==> src/sv/cbd_pkg.sv <==
`timescale 1ns / 1ps

package cbd_pkg;

  // Classified input byte, passed from the front end to the back end.
  typedef struct packed {
    logic [7:0] data;
    logic       is_cr;
    logic       is_lf;
    logic       is_blank;
    logic       is_semi;
    logic       is_x;
    logic       is_hex;
    logic [3:0] hex_val;
  } cbd_item_t;

  // One result beat; out_byte sits in the lowest bits.
  typedef struct packed {
    logic [1:0] error_code;
    logic       body_done;
    logic       out_valid;
    logic [7:0] out_byte;
  } cbd_result_t;

  typedef enum logic [5:0] {
    PH_SIZE  = 6'b000001,
    PH_DATA  = 6'b000010,
    PH_CR    = 6'b000100,
    PH_LF    = 6'b001000,
    PH_TRAIL = 6'b010000,
    PH_DONE  = 6'b100000
  } cbd_phase_t;

  typedef enum logic [6:0] {
    SP_LEAD   = 7'b0000001,
    SP_ZERO   = 7'b0000010,
    SP_PREFIX = 7'b0000100,
    SP_DIGITS = 7'b0001000,
    SP_TRAIL  = 7'b0010000,
    SP_EXT    = 7'b0100000,
    SP_BAD    = 7'b1000000
  } cbd_step_t;

  localparam logic [1:0] ERR_NONE      = 2'd0;
  localparam logic [1:0] ERR_LINE_LONG = 2'd1;
  localparam logic [1:0] ERR_BAD_SIZE  = 2'd2;
  localparam logic [1:0] ERR_NO_CRLF   = 2'd3;

  localparam logic [1:0] CFG_CHUNKED_MODE = 2'd0;
  localparam logic [1:0] CFG_LENGTH_KNOWN = 2'd1;
  localparam logic [1:0] CFG_BODY_LENGTH  = 2'd2;

  localparam int CFG_ADDR_W = 2;
  localparam int CFG_DATA_W = 31;
  localparam int IN_DATA_W  = 8;
  localparam int OUT_DATA_W = 16;

  localparam int QUEUE_DEPTH = 4;
  localparam int QUEUE_AW    = 2;
  localparam int QUEUE_CW    = 3;

  localparam logic [7:0] CH_CR   = 8'h0d;
  localparam logic [7:0] CH_LF   = 8'h0a;
  localparam logic [7:0] CH_SP   = 8'h20;
  localparam logic [7:0] CH_TAB  = 8'h09;
  localparam logic [7:0] CH_SEMI = 8'h3b;
  localparam logic [7:0] CH_LX   = 8'h78;
  localparam logic [7:0] CH_UX   = 8'h58;

endpackage

==> src/sv/cbd_front.sv <==
`timescale 1ns / 1ps

module cbd_front (
  input  logic                          in_tvalid,
  output logic                          in_tready,
  input  logic [cbd_pkg::IN_DATA_W-1:0] in_tdata,   // [7:0] in_byte
  input  logic                          queue_full,
  output logic                          push,
  output cbd_pkg::cbd_item_t            push_item
);
  import cbd_pkg::*;

  logic [7:0] c;
  logic       is_digit;
  logic       is_lower;
  logic       is_upper;

  assign c        = in_tdata[7:0];
  assign is_digit = (c >= 8'h30) && (c <= 8'h39);
  assign is_lower = (c >= 8'h61) && (c <= 8'h66);
  assign is_upper = (c >= 8'h41) && (c <= 8'h46);

  assign in_tready = !queue_full;
  assign push      = in_tvalid && !queue_full;

  always_comb begin
    push_item.data     = c;
    push_item.is_cr    = (c == CH_CR);
    push_item.is_lf    = (c == CH_LF);
    push_item.is_blank = (c == CH_SP) || (c == CH_TAB);
    push_item.is_semi  = (c == CH_SEMI);
    push_item.is_x     = (c == CH_LX) || (c == CH_UX);
    push_item.is_hex   = is_digit || is_lower || is_upper;
    push_item.hex_val  = is_digit ? c[3:0] : 4'(c[3:0] + 4'd9);
  end

endmodule

==> src/sv/cbd_queue.sv <==
`timescale 1ns / 1ps

module cbd_queue (
  input  logic               clk,
  input  logic               rst_n,
  input  logic               push,
  input  cbd_pkg::cbd_item_t push_item,
  output logic               full,
  input  logic               pop,
  output logic               not_empty,
  output cbd_pkg::cbd_item_t pop_item
);
  import cbd_pkg::*;

  cbd_item_t             mem_r [QUEUE_DEPTH];
  logic [QUEUE_AW-1:0]   wr_ptr_r, wr_ptr_nxt;
  logic [QUEUE_AW-1:0]   rd_ptr_r, rd_ptr_nxt;
  logic [QUEUE_CW-1:0]   count_r, count_nxt;

  assign full      = (count_r == QUEUE_CW'(QUEUE_DEPTH));
  assign not_empty = (count_r != '0);
  assign pop_item  = mem_r[rd_ptr_r];

  always_comb begin
    wr_ptr_nxt = push ? wr_ptr_r + QUEUE_AW'(1) : wr_ptr_r;
    rd_ptr_nxt = pop ? rd_ptr_r + QUEUE_AW'(1) : rd_ptr_r;
    count_nxt  = count_r;
    if (push && !pop) begin
      count_nxt = count_r + QUEUE_CW'(1);
    end else if (pop && !push) begin
      count_nxt = count_r - QUEUE_CW'(1);
    end
  end

  always_ff @(posedge clk) begin
    if (!rst_n) begin
      wr_ptr_r <= '0;
      rd_ptr_r <= '0;
      count_r  <= '0;
    end else begin
      wr_ptr_r <= wr_ptr_nxt;
      rd_ptr_r <= rd_ptr_nxt;
      count_r  <= count_nxt;
    end
  end

  always_ff @(posedge clk) begin
    if (push) begin
      mem_r[wr_ptr_r] <= push_item;
    end
  end

endmodule

==> src/sv/cbd_back.sv <==
`timescale 1ns / 1ps

module cbd_back #(
  parameter int MAX_LINE  = 384,
  parameter int SIZE_BITS = 32
) (
  input  logic                           clk,
  input  logic                           rst_n,
  input  logic                           cfg_we,
  input  logic [cbd_pkg::CFG_ADDR_W-1:0] cfg_addr,
  input  logic [cbd_pkg::CFG_DATA_W-1:0] cfg_wdata,
  input  logic                           item_valid,
  input  cbd_pkg::cbd_item_t             item,
  output logic                           item_pop,
  output logic                           out_tvalid,
  input  logic                           out_tready,
  output logic [cbd_pkg::OUT_DATA_W-1:0] out_tdata
);
  import cbd_pkg::*;

  localparam int LL_W = $clog2(MAX_LINE + 1);

  logic                  chunked_r, chunked_nxt;
  logic                  known_r, known_nxt;
  logic [CFG_DATA_W-1:0] body_len_r, body_len_nxt;
  logic [CFG_DATA_W-1:0] len_left_r, len_left_nxt;
  cbd_phase_t            phase_r, phase_nxt;
  cbd_step_t             step_r, step_nxt;
  logic [SIZE_BITS-1:0]  acc_r, acc_nxt;
  logic [LL_W-1:0]       line_len_r, line_len_nxt;
  logic [SIZE_BITS-1:0]  chunk_left_r, chunk_left_nxt;
  logic [1:0]            sticky_r, sticky_nxt;
  logic                  out_valid_r, out_valid_nxt;
  cbd_result_t           out_data_r, out_data_nxt;

  cbd_step_t             step_parse;
  logic [SIZE_BITS-1:0]  acc_parse;
  logic                  take;
  logic                  line_full;
  logic                  size_ok;
  cbd_result_t           res;

  assign take       = item_valid && (!out_valid_r || out_tready);
  assign item_pop   = take;
  assign out_tvalid = out_valid_r;
  assign out_tdata  = OUT_DATA_W'(out_data_r);
  assign line_full  = (line_len_r >= LL_W'(MAX_LINE));
  assign size_ok    = (step_r == SP_ZERO) || (step_r == SP_DIGITS) ||
                      (step_r == SP_TRAIL) || (step_r == SP_EXT);

  // Size line grammar, one character per beat.
  always_comb begin
    step_parse = step_r;
    acc_parse  = acc_r;
    priority if ((step_r == SP_BAD) || (step_r == SP_EXT)) begin
      step_parse = step_r;
    end else if (item.is_blank) begin
      if ((step_r == SP_ZERO) || (step_r == SP_DIGITS)) begin
        step_parse = SP_TRAIL;
      end else if (step_r == SP_PREFIX) begin
        step_parse = SP_BAD;
      end
    end else if (item.is_semi) begin
      step_parse = ((step_r == SP_ZERO) || (step_r == SP_DIGITS) || (step_r == SP_TRAIL)) ?
                   SP_EXT : SP_BAD;
    end else if (item.is_x && (step_r == SP_ZERO)) begin
      step_parse = SP_PREFIX;
    end else if (item.is_hex && (step_r != SP_TRAIL)) begin
      if (acc_r[SIZE_BITS-1 -: 4] != 4'd0) begin
        step_parse = SP_BAD;
      end else begin
        acc_parse  = {acc_r[SIZE_BITS-5:0], item.hex_val};
        step_parse = ((step_r == SP_LEAD) && (item.hex_val == 4'd0)) ? SP_ZERO : SP_DIGITS;
      end
    end else begin
      step_parse = SP_BAD;
    end
  end

  always_comb begin
    chunked_nxt    = chunked_r;
    known_nxt      = known_r;
    body_len_nxt   = body_len_r;
    len_left_nxt   = len_left_r;
    phase_nxt      = phase_r;
    step_nxt       = step_r;
    acc_nxt        = acc_r;
    line_len_nxt   = line_len_r;
    chunk_left_nxt = chunk_left_r;
    sticky_nxt     = sticky_r;
    res            = '0;

    if (take) begin
      if (sticky_r != ERR_NONE) begin
        res.body_done = 1'b0;
      end else if (!chunked_r) begin
        if (known_r && (len_left_r == '0)) begin
          res.body_done = 1'b1;
        end else begin
          res.out_byte  = item.data;
          res.out_valid = 1'b1;
          if (known_r) begin
            len_left_nxt  = len_left_r - CFG_DATA_W'(1);
            res.body_done = (len_left_r == CFG_DATA_W'(1));
          end
        end
      end else begin
        unique case (phase_r)
          PH_DATA: begin
            res.out_byte  = item.data;
            res.out_valid = 1'b1;
            if (chunk_left_r != '0) begin
              chunk_left_nxt = chunk_left_r - SIZE_BITS'(1);
            end
            if (chunk_left_r[SIZE_BITS-1:1] == '0) begin
              phase_nxt = PH_CR;
            end
          end
          PH_CR: begin
            if (item.is_cr) begin
              phase_nxt = PH_LF;
            end else begin
              sticky_nxt = ERR_NO_CRLF;
            end
          end
          PH_LF: begin
            if (item.is_lf) begin
              phase_nxt    = PH_SIZE;
              line_len_nxt = '0;
              step_nxt     = SP_LEAD;
              acc_nxt      = '0;
            end else begin
              sticky_nxt = ERR_NO_CRLF;
            end
          end
          PH_SIZE: begin
            priority if (item.is_cr) begin
              phase_nxt = PH_SIZE;
            end else if (item.is_lf) begin
              if (size_ok) begin
                if (acc_r == '0) begin
                  phase_nxt = PH_TRAIL;
                end else begin
                  chunk_left_nxt = acc_r;
                  phase_nxt      = PH_DATA;
                end
                line_len_nxt = '0;
                step_nxt     = SP_LEAD;
                acc_nxt      = '0;
              end else begin
                sticky_nxt = ERR_BAD_SIZE;
              end
            end else if (line_full) begin
              sticky_nxt = ERR_LINE_LONG;
            end else begin
              line_len_nxt = line_len_r + LL_W'(1);
              step_nxt     = step_parse;
              acc_nxt      = acc_parse;
            end
          end
          PH_TRAIL: begin
            priority if (item.is_cr) begin
              phase_nxt = PH_TRAIL;
            end else if (item.is_lf) begin
              if (line_len_r == '0) begin
                phase_nxt = PH_DONE;
              end
              line_len_nxt = '0;
            end else if (line_full) begin
              phase_nxt = PH_DONE;
            end else begin
              line_len_nxt = line_len_r + LL_W'(1);
            end
          end
          default: begin
            phase_nxt = PH_DONE;
          end
        endcase
        res.body_done = (phase_nxt == PH_DONE) && (sticky_nxt == ERR_NONE);
      end
      res.error_code = sticky_nxt;
    end

    if (cfg_we) begin
      unique case (cfg_addr)
        CFG_CHUNKED_MODE: chunked_nxt = cfg_wdata[0];
        CFG_LENGTH_KNOWN: known_nxt   = cfg_wdata[0];
        CFG_BODY_LENGTH: begin
          body_len_nxt = cfg_wdata;
          len_left_nxt = cfg_wdata;
        end
        default: chunked_nxt = chunked_r;
      endcase
    end

    out_valid_nxt = take ? 1'b1 : (out_valid_r && !out_tready);
    out_data_nxt  = take ? res : out_data_r;
  end

  always_ff @(posedge clk) begin
    if (!rst_n) begin
      chunked_r    <= 1'b1;
      known_r      <= 1'b0;
      body_len_r   <= '0;
      len_left_r   <= '0;
      phase_r      <= PH_SIZE;
      step_r       <= SP_LEAD;
      acc_r        <= '0;
      line_len_r   <= '0;
      chunk_left_r <= '0;
      sticky_r     <= ERR_NONE;
      out_valid_r  <= 1'b0;
    end else begin
      chunked_r    <= chunked_nxt;
      known_r      <= known_nxt;
      body_len_r   <= body_len_nxt;
      len_left_r   <= len_left_nxt;
      phase_r      <= phase_nxt;
      step_r       <= step_nxt;
      acc_r        <= acc_nxt;
      line_len_r   <= line_len_nxt;
      chunk_left_r <= chunk_left_nxt;
      sticky_r     <= sticky_nxt;
      out_valid_r  <= out_valid_nxt;
    end
  end

  always_ff @(posedge clk) begin
    out_data_r <= out_data_nxt;
  end

  a_done_no_error: assert property (@(posedge clk) disable iff (!rst_n)
    out_valid_r && out_data_r.body_done |-> out_data_r.error_code == ERR_NONE)
    else $error("body_done reported together with an error");

  a_payload_no_error: assert property (@(posedge clk) disable iff (!rst_n)
    out_valid_r && out_data_r.out_valid |-> out_data_r.error_code == ERR_NONE)
    else $error("payload byte reported together with an error");

  a_sticky_holds: assert property (@(posedge clk) disable iff (!rst_n)
    sticky_r != ERR_NONE |=> sticky_r == $past(sticky_r))
    else $error("held error changed");

  a_line_bound: assert property (@(posedge clk) disable iff (!rst_n)
    line_len_r <= LL_W'(MAX_LINE))
    else $error("line length beyond limit");

  a_body_len_kept: assert property (@(posedge clk) disable iff (!rst_n)
    !cfg_we |=> body_len_r == $past(body_len_r))
    else $error("body length changed without a write");

endmodule

==> src/sv/http_chunked_body_decoder_core.sv <==
`timescale 1ns / 1ps
// A beat accepted at in_ is written into the queue, then taken by the back end and held in its
// output register, which presents it at out_ until out_tready is high.
// Throughput: one beat per cycle while the output register is empty or out_tready is high.
// A four-entry queue between classifier and back end absorbs short output stalls.
// Reset (rst_n low, synchronous) selects chunked mode, clears the queue, the parse state,
// the held error and the output valid flag; configuration registers return to their defaults.
module http_chunked_body_decoder_core #(
  parameter int MAX_LINE  = 384,
  parameter int SIZE_BITS = 32
) (
  input  logic                           clk,
  input  logic                           rst_n,
  input  logic                           cfg_we,
  input  logic [cbd_pkg::CFG_ADDR_W-1:0] cfg_addr,
  input  logic [cbd_pkg::CFG_DATA_W-1:0] cfg_wdata,
  input  logic                           in_tvalid,
  output logic                           in_tready,
  input  logic [cbd_pkg::IN_DATA_W-1:0]  in_tdata,   // [7:0] in_byte
  output logic                           out_tvalid,
  input  logic                           out_tready,
  // [7:0] out_byte, [8] out_valid, [9] body_done, [11:10] error_code, [15:12] zero
  output logic [cbd_pkg::OUT_DATA_W-1:0] out_tdata
);
  import cbd_pkg::*;

  cbd_item_t push_item;
  cbd_item_t pop_item;
  logic      push;
  logic      pop;
  logic      queue_full;
  logic      queue_not_empty;

  cbd_front u_front (
    .in_tvalid  (in_tvalid),
    .in_tready  (in_tready),
    .in_tdata   (in_tdata),
    .queue_full (queue_full),
    .push       (push),
    .push_item  (push_item)
  );

  cbd_queue u_queue (
    .clk       (clk),
    .rst_n     (rst_n),
    .push      (push),
    .push_item (push_item),
    .full      (queue_full),
    .pop       (pop),
    .not_empty (queue_not_empty),
    .pop_item  (pop_item)
  );

  cbd_back #(
    .MAX_LINE  (MAX_LINE),
    .SIZE_BITS (SIZE_BITS)
  ) u_back (
    .clk        (clk),
    .rst_n      (rst_n),
    .cfg_we     (cfg_we),
    .cfg_addr   (cfg_addr),
    .cfg_wdata  (cfg_wdata),
    .item_valid (queue_not_empty),
    .item       (pop_item),
    .item_pop   (pop),
    .out_tvalid (out_tvalid),
    .out_tready (out_tready),
    .out_tdata  (out_tdata)
  );

endmodule
==> config.mk <==
export PLATFORM = sky130hd
export DESIGN_NAME = http_chunked_body_decoder_core
export DESIGN_NICKNAME = d
export VERILOG_FILES = /design/src/sv/cbd_pkg.sv /design/src/sv/cbd_front.sv /design/src/sv/cbd_queue.sv /design/src/sv/cbd_back.sv /design/src/sv/http_chunked_body_decoder_core.sv
export SDC_FILE = /design/constraint.sdc
export NUM_CORES = 1
export LEC_CHECK = 0
export ABC_AREA = 1
export BUFFER_PORTS_ARGS = -buffer_cell sky130_fd_sc_hd__buf_4
export CAP_MARGIN = 20
export CORE_MARGIN = 4
export CORE_UTILIZATION = 40
export DETAILED_ROUTE_END_ITERATION = 10
export PLACE_DENSITY = 0.66
export SYNTH_ARGS = -nofsm -noshare
export SYNTH_HDL_FRONTEND = slang
export SYNTH_HIERARCHICAL = 1
export SYNTH_SLANG_ARGS = --single-unit
==> constraint.sdc <==
create_clock -name clk -period 5.8 [get_ports clk]
set_input_delay 0 -clock clk [delete_from_list [all_inputs] [get_ports clk]]
set_output_delay 0 -clock clk [all_outputs]
set_load 0.03 [all_outputs]
# After elaboration in Yosys (flattened, before gate mapping)
# Memories as Yosys holds them, arrays and structs flattened. A register that Yosys moved wholly into a read port is not among the register bits.
# Index checks and enable logic that the tools add are counted.
[totals] mem_bits_rw=72 word_cells=213 register_bits=141 mem_count=1
[mem_list] name="u_queue.mem_r" depth=4 width=18 rd=1 rd_ports_with_merged_regs=1 write_ports=1 line_no="cbd_queue.sv:15" rtl="cbd_item_t mem_r [QUEUE_DEPTH];"
[op_classes] muxes=89 reduce_logical=49 addsub=8 bitwise=1 order_cmp=7 n_eq_ne=41
[ops] cell="$mux W32" count=16
[ops] cell="$mux W31" count=7
[ops] cell="$pmux W32 S2" count=2
[ops] cell="$mux W7" count=14
[ops] cell="$mux W9" count=9
[ops] cell="$mux W6" count=13
[ops] cell="$logic_not A31 Y1" count=2
[ops] cell="$logic_not A32 Y1" count=1
[ops] cell="$reduce_bool A32 Y1" count=1
[ops] cell="$sub A32 B1 Y32 const B" count=1
[ops] cell="$eq A31 B1 Y1 const B" count=1
[ops] cell="$sub A31 B1 Y31 const B" count=1
[ops] cell="$pmux W6 S5" count=1
[ops] cell="$pmux W9 S3" count=1
[ops] cell="$mux W2" count=13
[ops] cell="$eq A8 B4 Y1 const B" count=3
[ops] cell="$ne A3 B3 Y1 const B" count=6
[ops] cell="$eq A8 B6 Y1 const B" count=2
[ops] cell="$eq A8 B7 Y1 const B" count=2
[ops] cell="$ge A8 B7 Y1 const B" count=2
[ops] cell="$le A8 B7 Y1 const B" count=2
[ops] cell="$pmux W7 S2" count=1
[ops] cell="$reduce_and A14 Y1" count=1
[ops] cell="$logic_and A1 B1 Y1" count=13
[ops] cell="49 further kinds" count=80

# Depth between registers and ports, before layout
# Gate-level depths: netlist (run 1).
[logic_depth] word_depth=14 ltp_mapped=15

# Cells and area by module
# Netlist (run 1), hierarchy kept.
[by_module_without_submodules] mod="cbd_back" seq_area_each_um2=2802.7 n_inst=1 area_per_inst_um2=8316.7 cells_per_inst=1320
[by_module_without_submodules] mod="cbd_queue" seq_area_each_um2=2342.2 n_inst=1 area_per_inst_um2=3153.0 cells_per_inst=233
[by_module_without_submodules] mod="cbd_front" seq_area_each_um2=0.0 n_inst=1 area_per_inst_um2=390.4 cells_per_inst=67

# Least setup slack after synthesis (run 1)
# No wires, ideal clock.
[synth_timing] path_type="flip-flop to flip-flop" startpoint="reg u_queue.count_r[1]" endpoint="reg u_back.chunk_left_r[26]" path_buffers=1 synth_period_minus_slack_ps=2189 stages_incl_launch_ff=13 required_ps=5683 t_arrival_ps=2072 setup_slack_ps=3611 cell_sequence="dfxtp_1 > nor2_1 > nand2_1 > inv_1 > a21oi_4 > nand2_1 > inv_2 > nand4_1 > a21oi_4 > nand2_4 > buf_2 > nor3b_1 > nor2_1"
[synth_between] elab_chain_cells=3
[synth_lines] item="from (decl)" line_no="cbd_queue.sv:18" rtl="logic [QUEUE_CW-1:0] count_r, count_nxt;"
[synth_lines] item="from (signal assigned)" line_no="cbd_queue.sv:43" rtl="count_r <= count_nxt;"
[synth_lines] item="$reduce_bool A3 Y1" line_no="cbd_queue.sv:21" rtl="assign not_empty = (count_r != '0);"
[synth_lines] item="net queue_not_empty" line_no="http_chunked_body_decoder_core.sv:32" rtl="logic queue_not_empty;"
[synth_lines] item="$logic_and A1 B1 Y1" line_no="cbd_back.sv:43" rtl="assign take = item_valid && (!out_valid_r || out_tready);"
[synth_lines] item="net pop" line_no="http_chunked_body_decoder_core.sv:30" rtl="logic pop;"
[synth_lines] item="$reduce_and A9 Y1 (no line)"
[synth_lines] item="to (signal assigned)" line_no="cbd_back.sv:222" rtl="chunk_left_r <= chunk_left_nxt;"
[synth_lines] item="to (decl)" line_no="cbd_back.sv:31" rtl="logic [SIZE_BITS-1:0] chunk_left_r, chunk_left_nxt;"
# The timed path passes the listed nets, and every way through them passes these cells.
# A chain may end at the register's enable or synchronous reset.

==> out/metrics.yaml, run 1 <==
status:
  outcome: "complete, no violations"
synth:
  yosys_most_used_dff: "dfxtp_1"
  netlist_top_cells_count: "nor2_1, nand2_1, inv_1, dfxtp_1, o21ai_0"
  postSynthAreaPerCell_sq_um: 7.321
  synth.area.top_cells: "dfxtp_1, edfxtp_1, nor2_1"
  yosys_warnings: 6
  async_flop_share_pct: 0
  synth_top_area_share_pct: 22.11
  synth_area_sq_um: 11860
  synthesis.instances: 1620
  synth_area_leader_cell: "dfxtp_1"
  synth_edf_count: 84
  synth_most_common_cell: "nor2_1"
  synthDistinctLibCells: 54
  synth-seq-area-share_pct: 43.38
  ys_ff_latch: 215
detailed_routing:
  via_per_inst: 5.096
  drt_iter0_markers: 898
  wl_met3_mm: 1.512
  wl_per_cell_microns: 14.19
  drc: 0
  totalWireLength_mm: 29.66
  vias: 10650
  firstDrtPassIters: 5
  top_layer: "met4"
  dr_wl_met2_mm: 13.68
  wl_met1_mm: 13.81
  ant_nets: 0
pwr:
  internal-power_mw: 4.280
  pwr-share-comb_pct: 54.6
  p_clk_share_pct: 17.5
  vdd_drop_max_mv: 0.2630
  power.switching_mw: 3.924
  power_density_nw_per_um2: 601.7
  seqPwrFrac_pct: 27.8
  power.leakage_nw: 6.055
  switching_share_pct: 47.83
grt:
  first_global_vias: 10120
  grt_max_degree: 80
  antenna_found_initial: 0
  grt_use_total_pct: 17.71
  grt_pass1_wl_mm: 49.55
  grt_overflow: 0
placed_design:
  dpl-instance-area_sq_um: 12430
  place_congestion: 0.8863
  hpwlAfterDp_mm: 19.86
  io_buffers: 59
  dp_slack_ps: 2134
floorplan:
  initial_utilization_pct: 40.88
  die_height_microns: 180.2
  pin_count: 64
  row_count: 62
  core_area_sq_um: 29010
  die_area_sq_um: 32470
  die_x_microns: 180.2
final_layout:
  fill_cells: 2947
  area_delta_synth_final_pct: 14.97
  finish.net_count: 1751
  antenna_cells: 0
  drive_above_1_share_pct: 9.027
  post-route-util_pct: 47.00
  final_area_sq_um: 13640
critical_path:
  critPathMostFrequentCell: "nor2_1"
  critPathKind: "flip-flop to flip-flop"
  crit_required_ps: 6210
  crit_family: "simple AND/OR/NAND/NOR gates"
  path_max_fanout: 37
  cp.buffers_inverters: 3
  crit_path_max_incr_delay_ps: 750
  cp.arrival_ps: 4050
  worst_path_max_delay_cell: "dfxtp_1"
  crit_chain: "clkinv_2 > o21ai_1 > o22ai_2 > buf_4 > nor3_2 > nand2_1 > nand4_1 > nor2_1 > nand2_1 > inv_1 > nor2_1 > nor2_1"
  crit_path_start_kind: "flip-flop"
  crit_path_end_kind: "flip-flop"
clocking:
  cts_resized: 0
  cts.sinks: 215
  htreeDepth: 1
  cts-buffers-inserted: 23
  cts_tree: "yes"
  cts_setup_buffers: 0
  clock-root-buffer: "clkbuf_16"
  clkSlewWorstSetupHoldPaths_ps: 60
  clock_latency_ps: 520
  max-clock-path-buffers: 3
sta:
  finalHoldViolCount: 0
  rsz0062_at_grt: "no"
  tns_ps: 0
  hold_slack_ps: 61.41
  finalMaxSlewViolations: 0
  skew_ps: 11.21
  fmax_mhz: 274.1
  post-route-period-util_pct: 62.90
  period_needed_ps: 3648
  fin_ws_ps: 2152
  worst_pin_slew_ps: 1008
  relSlewSlack_pct: 32.41
  setup_viol: 0
min_path:
  hp-class: "input pin to flip-flop"
flow_run:
  cap_violations: 0
==> per-layer routing <==
layer  GRT usage [%]  up-vias
li1                -     5404
met1           24.15     4905
met2           29.94      289
met3           2.321       52
met4           4.446        0
met5               0        -
==> stage by stage <==
| stage | cells | power [mW] |
|---|---|---|
| floorplan | 1623 | 5.738 |
| global placement | 2002 | 6.660 |
| detailed placement | 2002 | 6.713 |
| CTS | 2090 | 8.217 |
| global route | 2090 | 8.961 |
| finish | 2090 | 8.205 |
==> sequential cells by signal, summed over array words and instances (netlist names), named ones only <==
| name | cells |
|---|---|
| u_queue/count_r | 3 |
| u_back/chunked_r | 1 |
| u_back/chunk_left_r | 32 |
| u_queue/mem_r | 72 |
| u_queue/wr_ptr_r | 2 |
| u_back/out_tdata | 12 |
| u_back/out_tvalid | 1 |
| u_back/line_len_r | 9 |
| u_back/sticky_r | 2 |
| u_queue/rd_ptr_r | 2 |
| u_back/known_r | 1 |
| u_back/phase_r | 6 |
| u_back/len_left_r | 31 |
| u_back/acc_r | 32 |
| u_back/step_r | 7 |
==> cell usage in the layout (no fill, tap or decap), types with 16 or more instances in the layout <==
cell / instances
edfxtp_1: 84
dlygate4sd3_1: 46
a21oi_1: 63
buf_4: 65
o22ai_1: 21
xor2_1: 28
clkbuf_16: 23
nand4_1: 47
dfxtp_1: 131
nand2_1: 277
o21ai_0: 126
nand3_1: 69
o21ai_1: 16
inv_1: 212
nor3_1: 36
nor2_1: 320
==> power by group through the flow <==
stage / clock (mW) / sequential [mW] / combinational, mW
after floorplan: 0 / 2.32 / 3.42
after global placement: 0 / 2.30 / 4.36
after detailed placement: 0 / 2.31 / 4.41
after CTS: 1.48 / 2.28 / 4.46
after global routing: 1.54 / 2.34 / 5.09
final: 1.44 / 2.28 / 4.48
==> timing repair <==
item                                   4_1_cts  5_1_grt
setup endpoints to repair                    0        0
endpoints found under the hold margin      100        0
hold buffers                                46        0
==> cells by family (layout without fill, tap and decap cells) <==
group                    Yosys count  count (layout)  synth area share (%)
AO/OA/AOI/OAI                    256             256                 11.93
XOR/XNOR                          29              29                 2.142
adder cells (fa/ha/maj)           16              16                 1.751
buffers and inverters            296             379                 10.72
flip-flops                       215             215                 43.38
multiplexers                       1               1               0.09494
other                              1               4               0.03162
AND/OR/NAND/NOR                  806             806                 29.95
==> area by class of cell <==
cell class                 count  area (sq um)  share of cell area [%]
timing repair buffer         111         948.4                   6.955
multi-input combinational   1112          5461                   40.05
tap                          384         480.5                   3.524
clock inverter                11         87.58                  0.6423
sequential                   215          5145                   37.73
clock buffer                  31         655.6                   4.808
inverter                     226         857.1                   6.286
==> path summary, 6_finish.rpt <==
check / startpoint / slack, ps / end / cells after the start
setup / recovery: flip-flop / 2150 / u_back/acc_r[21]$_SDFFE_PN0P_ / 12
hold / removal: rst_n / 60 / u_queue/count_r[2]$_SDFFE_PN0P_ / 3
setup reg to reg: flip-flop / 2150 / u_back/acc_r[21]$_SDFFE_PN0P_ / 12
hold reg to reg: u_queue/rd_ptr_r[1]$_SDFFE_PN0P_ / 450 / u_queue/rd_ptr_r[1]$_SDFFE_PN0P_ / 1
==> tightest hold or removal path: stages <==
cell and delay [ps]:
buf_4 340, nand2_1 160, nor2_1 30
Note: power is estimated with default switching activity, not from simulation.
==> run 2, diff against run 1 <==
--- a/config.mk
+++ b/config.mk
@@ -11,7 +11,7 @@
 export CORE_MARGIN = 4
 export CORE_UTILIZATION = 40
 export DETAILED_ROUTE_END_ITERATION = 10
-export PLACE_DENSITY = 0.66
+export PLACE_DENSITY = 0.68
 export SYNTH_ARGS = -nofsm -noshare
 export SYNTH_HDL_FRONTEND = slang
 export SYNTH_HIERARCHICAL = 1
==> constraint.sdc (replaced) <==
create_clock -name clk -period 3.25 [get_ports clk]
set_input_delay 0 -clock clk [delete_from_list [all_inputs] [get_ports clk]]
set_output_delay 0 -clock clk [all_outputs]
set_load 0.03 [all_outputs]
==> out/metrics.yaml, run 2 (synthesis gave the netlist of run 1 again) <==
sta:
  rsz0062_at_grt: "no"
  post-route-period-util_pct: 87.11
  finalHoldViolCount: 0
  relSlewSlack_pct: 42.22
  skew_ps: 15.76
  period_needed_ps: 2831
  fmax_mhz: 353.2
  finalMaxSlewViolations: 0
  worst_pin_slew_ps: 865.7
  tns_ps: 0
  setup_viol: 0
critical_path:
  crit_required_ps: 3660
  crit_chain: "clkinv_2 > o21ai_1 > o22ai_2 > nor3_2 > nand2_1 > nand4_1 > nor2_1 > nand2_1 > inv_1 > nor2_1 > nor2_1"
  path_max_fanout: 18
  worst_path_max_delay_cell: "dfxtp_1"
  r2r_cells: 11
  critPathMostFrequentCell: "nor2_1"
  cp.buffers_inverters: 2
  crit_path_start_kind: "flip-flop"
  crit_path_end_kind: "flip-flop"
  crit_family: "simple AND/OR/NAND/NOR gates"
  path_depth: 11
  critPathKind: "flip-flop to flip-flop"
  cp.arrival_ps: 3240
  crit_path_max_incr_delay_ps: 580
grt:
  grt_use_total_pct: 17.89
  grt_overflow: 0
  antenna_found_initial: 0
  grt_max_degree: 80
  first_global_vias: 10290
  grt_pass1_wl_mm: 49.85
final_layout:
  layout_common_cells: "nor2_1, nand2_1, inv_1"
  drive_above_1_share_pct: 9.218
  final_area_sq_um: 13740
  area_delta_synth_final_pct: 15.89
  finish.net_count: 1760
  fill_cells: 2821
  mostFrequentLayoutCell: "nor2_1"
  stdcell_count: 2099
  top_regs: "u_queue/mem_r: 72 flops, u_back/acc_r: 32 flops, u_back/chunk_left_r: 32 flops"
  largest-register: "u_queue/mem_r"
  largest_reg_flops: 72
clocking:
  max-clock-path-buffers: 3
  clock-root-buffer: "clkbuf_16"
  clock_latency_ps: 520
  htreeDepth: 1
  cts-buffers-inserted: 24
  cts.sinks: 215
  clkSlewWorstSetupHoldPaths_ps: 60
  cts_setup_buffers: 0
  cts_tree: "yes"
pwr:
  vdd_drop_max_mv: 0.5969
  internal-power_mw: 7.806
  power_density_nw_per_um2: 1087
  pwr-share-comb_pct: 54.7
  switching_share_pct: 47.76
  power.leakage_nw: 6.101
  seqPwrFrac_pct: 27.3
  power.switching_mw: 7.137
  p_clk_share_pct: 18.0
min_path:
  hp-class: "input pin to flip-flop"
  whs_path_depth: 3
detailed_routing:
  drc: 0
  wl_per_cell_microns: 14.36
  via_per_inst: 5.087
  ant_nets: 0
  firstDrtPassIters: 5
  vias: 10680
  totalWireLength_mm: 30.13
  drt_iter0_markers: 772
floorplan:
  pin_count: 64
  die_x_microns: 180.2
  die_height_microns: 180.2
  row_count: 62
  die_area_sq_um: 32470
  initial_utilization_pct: 40.88
  core_area_sq_um: 29010
placed_design:
  hpwlAfterDp_mm: 20.37
  io_buffers: 59
  numPlacedInstances: 2010
  place_congestion: 0.9138
  dpl-instance-area_sq_um: 12490
status:
  outcome: "complete, no violations"
flow_run:
  cap_violations: 0
run 2: through the flow:
stage,hold slack [ps],setup WS (ps),power [mW],utilization [%]
after floorplan,121.3,1061,10.24,-
after global placement,247.9,347.0,11.97,43.06
after detailed placement,252.9,230.6,12.10,43.06
after CTS,69.11,211.5,14.91,47.34
after global routing,117.5,73.77,16.22,47.37
final,77.41,419.0,14.94,47.37
run 2: worst paths after layout:
kind	endpoint	startpoint	slack [ps]
max	u_back/acc_r[17]$_SDFFE_PN0P_	flip-flop	420
min	u_back/out_tvalid$_SDFF_PN0_	rst_n	80
max reg2reg	u_back/acc_r[17]$_SDFFE_PN0P_	flip-flop	420
min reg2reg	flip-flop	u_queue/rd_ptr_r[1]$_SDFFE_PN0P_	480
run 2: area by class of cell:
class / count / area (sq um) / share of cell area (%)
multi-input combinational: 1112 / 5469 / 39.79
sequential: 215 / 5145 / 37.43
timing repair buffer: 119 / 1008 / 7.337
inverter: 226 / 857.1 / 6.236
clock buffer: 33 / 674.4 / 4.907
tap: 384 / 480.5 / 3.496
clock inverter: 9 / 107.6 / 0.7829
antenna: 1 / 2.502 / 0.01821
run 2: power groups by stage:
| stage | registers, mW | clock network, mW | logic (mW) |
|---|---|---|---|
| 2_1_floorplan | 4.13 | 0 | 6.11 |
| 5_1_grt | 4.18 | 2.85 | 9.19 |
| 4_1_cts | 4.08 | 2.75 | 8.08 |
| 3_3_place_gp | 4.11 | 0 | 7.85 |
| 3_5_place_dp | 4.12 | 0 | 7.98 |
| 6_report | 4.08 | 2.68 | 8.18 |
run 2: worst reg2reg max path, delay by kind of cell, from the launching register on:
kind | cells | cell delay, ps
compound gates | 2 | 430
buf+inv | 2 | 620
flops | 1 | 580
simple gates | 7 | 1110
run 2: layer usage:
metal | wire (microns) | vias up | track usage [%]
met5 | 0 | - | 0
met4 | 621 | 0 | 4.477
met3 | 1584 | 49 | 2.261
met2 | 14210 | 276 | 30.70
met1 | 13710 | 4928 | 24.07
li1 | - | 5424 | -
run 2: timing repair:
item,4_1_cts,5_1_grt
hold buffers,46,0
gates resized for setup,0,1
endpoints found under the hold margin,99,0
setup endpoints to repair,0,24
==> run 3, diff against run 2 <==
--- a/config.mk
+++ b/config.mk
@@ -5,13 +5,14 @@
 export SDC_FILE = /design/constraint.sdc
 export NUM_CORES = 1
 export LEC_CHECK = 0
-export ABC_AREA = 1
 export BUFFER_PORTS_ARGS = -buffer_cell sky130_fd_sc_hd__buf_4
 export CAP_MARGIN = 20
 export CORE_MARGIN = 4
 export CORE_UTILIZATION = 40
+export CTS_CLUSTER_DIAMETER = 200
 export DETAILED_ROUTE_END_ITERATION = 10
 export PLACE_DENSITY = 0.68
+export SETUP_SLACK_MARGIN = 0.05
 export SYNTH_ARGS = -nofsm -noshare
 export SYNTH_HDL_FRONTEND = slang
 export SYNTH_HIERARCHICAL = 1
==> out/metrics.yaml, run 3 <==
pwr:
  power_density_nw_per_um2: 889.3
  vdd_drop_max_mv: 0.4721
  p_clk_share_pct: 25.4
  seqPwrFrac_pct: 29.6
  power.switching_mw: 4.737
  switching_share_pct: 40.46
  internal-power_mw: 6.971
  pwr-share-comb_pct: 45.0
  power.leakage_nw: 4.646
sta:
  setup_viol: 0
  skew_ps: 15.15
  relSlewSlack_pct: 44.86
  worst_pin_slew_ps: 826.3
  fmax_mhz: 352.4
  hold_slack_ps: 49.83
  tns_ps: 0
  rsz0062_at_grt: "no"
  post-route-period-util_pct: 87.31
  period_needed_ps: 2838
  finalMaxSlewViolations: 0
  finalHoldViolCount: 0
synth:
  synthesis.instances: 1149
  yosys.area_share.simple_pct: 22.50
  async_flop_share_pct: 0
  yosys_most_used_dff: "dfxtp_1"
  synthXorXnorAreaFrac_pct: 3.309
  postSynthAreaPerCell_sq_um: 9.674
  yosys_warnings: 6
  synth_edf_count: 84
  ys_ff_latch: 215
  synthDistinctLibCells: 92
  synth_top_area_share_pct: 23.59
  netlist_top_cells_count: "dfxtp_1, nand2_1, nor2_1, edfxtp_1, a21oi_1"
  synth_area_sq_um: 11120
  synth_adder_area_share_pct: 1.869
  synth.area.top_cells: "dfxtp_1, edfxtp_1, a21oi_1"
  synth_compound_area_share_pct: 15.80
  synth_top_family_by_area: "simple AND/OR/NAND/NOR gates"
  synth.area.mux_share_pct: 5.268
  synth_most_common_cell: "dfxtp_1"
  synth_area_leader_cell: "dfxtp_1"
  synth-seq-area-share_pct: 46.29
placed_design:
  place_congestion: 0.8383
  hpwlAfterDp_mm: 17.70
  io_buffers: 59
  numPlacedInstances: 1528
final_layout:
  largest_reg_flops: 72
  layout_common_cells: "dfxtp_1, nand2_1, buf_4"
  mostFrequentLayoutCell: "dfxtp_1"
  top_regs: "u_queue/mem_r: 72 flops, u_back/acc_r: 32 flops, u_back/chunk_left_r: 32 flops"
  largest-register: "u_queue/mem_r"
  stdcell_count: 1617
  drive_above_1_share_pct: 15.58
  antenna_cells: 0
  finish.net_count: 1288
  area_delta_synth_final_pct: 18.44
floorplan:
  initial_utilization_pct: 40.90
  die_height_microns: 174.7
  row_count: 60
  pin_count: 64
  die_area_sq_um: 30520
  core_area_sq_um: 27180
  die_x_microns: 174.7
clocking:
  htreeDepth: 1
  clkSlewWorstSetupHoldPaths_ps: 60
  cts-buffers-inserted: 25
  clock-root-buffer: "clkbuf_16"
  max-clock-path-buffers: 3
  clock_latency_ps: 540
  cts.sinks: 215
  cts_tree: "yes"
min_path:
  holdPathEnd: "u_queue/wr_ptr_r[1]$_SDFFE_PN0P_"
  hold_start: "in_tvalid"
  hp-class: "input pin to flip-flop"
  whs_path_depth: 4
detailed_routing:
  drc: 0
  firstDrtPassIters: 5
  drt_iter0_markers: 774
  dr_wl_met2_mm: 13.00
  top_layer: "met4"
  vias: 9057
  via_per_inst: 5.601
  ant_nets: 0
  wl_met1_mm: 12.17
  wl_per_cell_microns: 16.82
  wl_met3_mm: 1.318
  totalWireLength_mm: 27.20
grt:
  first_global_vias: 8622
  grt_use_total_pct: 17.34
  grt_max_degree: 82
  grt_overflow: 0
  grt_pass1_wl_mm: 44.91
  antenna_found_initial: 0
critical_path:
  rrSetupSlack_ps: 410
  crit-reg2reg-capture: "u_back/acc_r[25]$_SDFFE_PN0P_"
  crit_path_max_incr_delay_ps: 580
  r2r_cells: 9
  crit_family: "simple AND/OR/NAND/NOR gates"
  cp.buffers_inverters: 2
  crit_chain: "buf_4 > mux4_2 > nor2b_1 > o311ai_1 > or4_1 > a211oi_4 > buf_12 > nand4_1 > o21ai_1"
  path_max_fanout: 64
  critPathKind: "flip-flop to flip-flop"
  crit_required_ps: 3710
  worst_path_max_delay_cell: "or4_1"
  crit_path_end_kind: "flip-flop"
  crit_path_start_kind: "flip-flop"
  cp.arrival_ps: 3300
flow_run:
  cap_violations: 0
status:
  outcome: "complete, no violations"
-- run 3: metal layers --
metal,up-vias,track usage [%]
met5,-,0
met2,214,28.39
li1,4439,-
met3,54,2.185
met1,4350,24.19
met4,0,5.172
-- run 3: power groups by stage --
| stage | clock network [mW] | registers (mW) | logic (mW) |
|---|---|---|---|
| 3_5_place_dp | 0 | 3.52 | 5.17 |
| 3_3_place_gp | 0 | 3.51 | 5.07 |
| 5_1_grt | 3.15 | 3.51 | 5.80 |
| 4_1_cts | 3.03 | 3.46 | 5.25 |
| 6_report | 2.98 | 3.47 | 5.26 |
| 2_1_floorplan | 0 | 3.56 | 3.83 |
-- run 3: final cells by class --
type	instances	area (sq um)
fill	2480	14010
clock buffer	29	683.2
tap	372	465.4
clock inverter	17	198.9
inverter	24	90.09
multi-input combinational	825	5449
sequential	215	5145
timing repair buffer	135	1134
-- run 3: how the worst max path moves through the flow --
stage          slack [ps]                                   to  depth (start not counted)
3_3_place_gp          480        u_back/acc_r[29]$_SDFFE_PN0P_                          7
2_1_floorplan         380  u_back/chunk_left_r[5]$_SDFFE_PN0P_                         11
4_1_cts               380        u_back/acc_r[25]$_SDFFE_PN0P_                          9
6_report              410        u_back/acc_r[25]$_SDFFE_PN0P_                          9
5_1_grt               200        u_back/acc_r[24]$_SDFFE_PN0P_                          9
3_5_place_dp          400        u_back/acc_r[25]$_SDFFE_PN0P_                          7
-- run 3: worst reg2reg max path, delay by kind of cell, from the launching register on --
family | cells | cell delay, ps
compound gates | 3 | 560
buf+inv | 2 | 580
flops | 1 | 550
mux | 1 | 210
simple gates | 3 | 870
-- run 3: cells by family (layout without fill, tap and decap cells) --
logic type	count (synthesis)	count (layout)
AO/OA/AOI/OAI	278	278
XOR/XNOR	42	42
adder cells (fa/ha/maj)	16	16
buffers and inverters	112	205
flip-flops	215	215
multiplexers	32	32
other	1	4
AND/OR/NAND/NOR	453	453
-- run 3: per-stage QoR --
step                power [mW]  worst slack [ps]  utilization (%)  area (sq um)
global placement         8.578             479.0            43.61         11850
floorplan                7.384             384.7                -         11130
finish                   11.71             412.5            48.44         13170
global route             12.46             200.5            48.44         13170
CTS                      11.74             383.3            48.44         13170
detailed placement       8.690             397.1            43.61         11850
-- run 3: timing repair --
item / CTS / global route
gates resized for setup: 0 / 0
setup buffers: 0 / 0
hold buffers: 43 / 0
hold endpoints to repair: 90 / 0
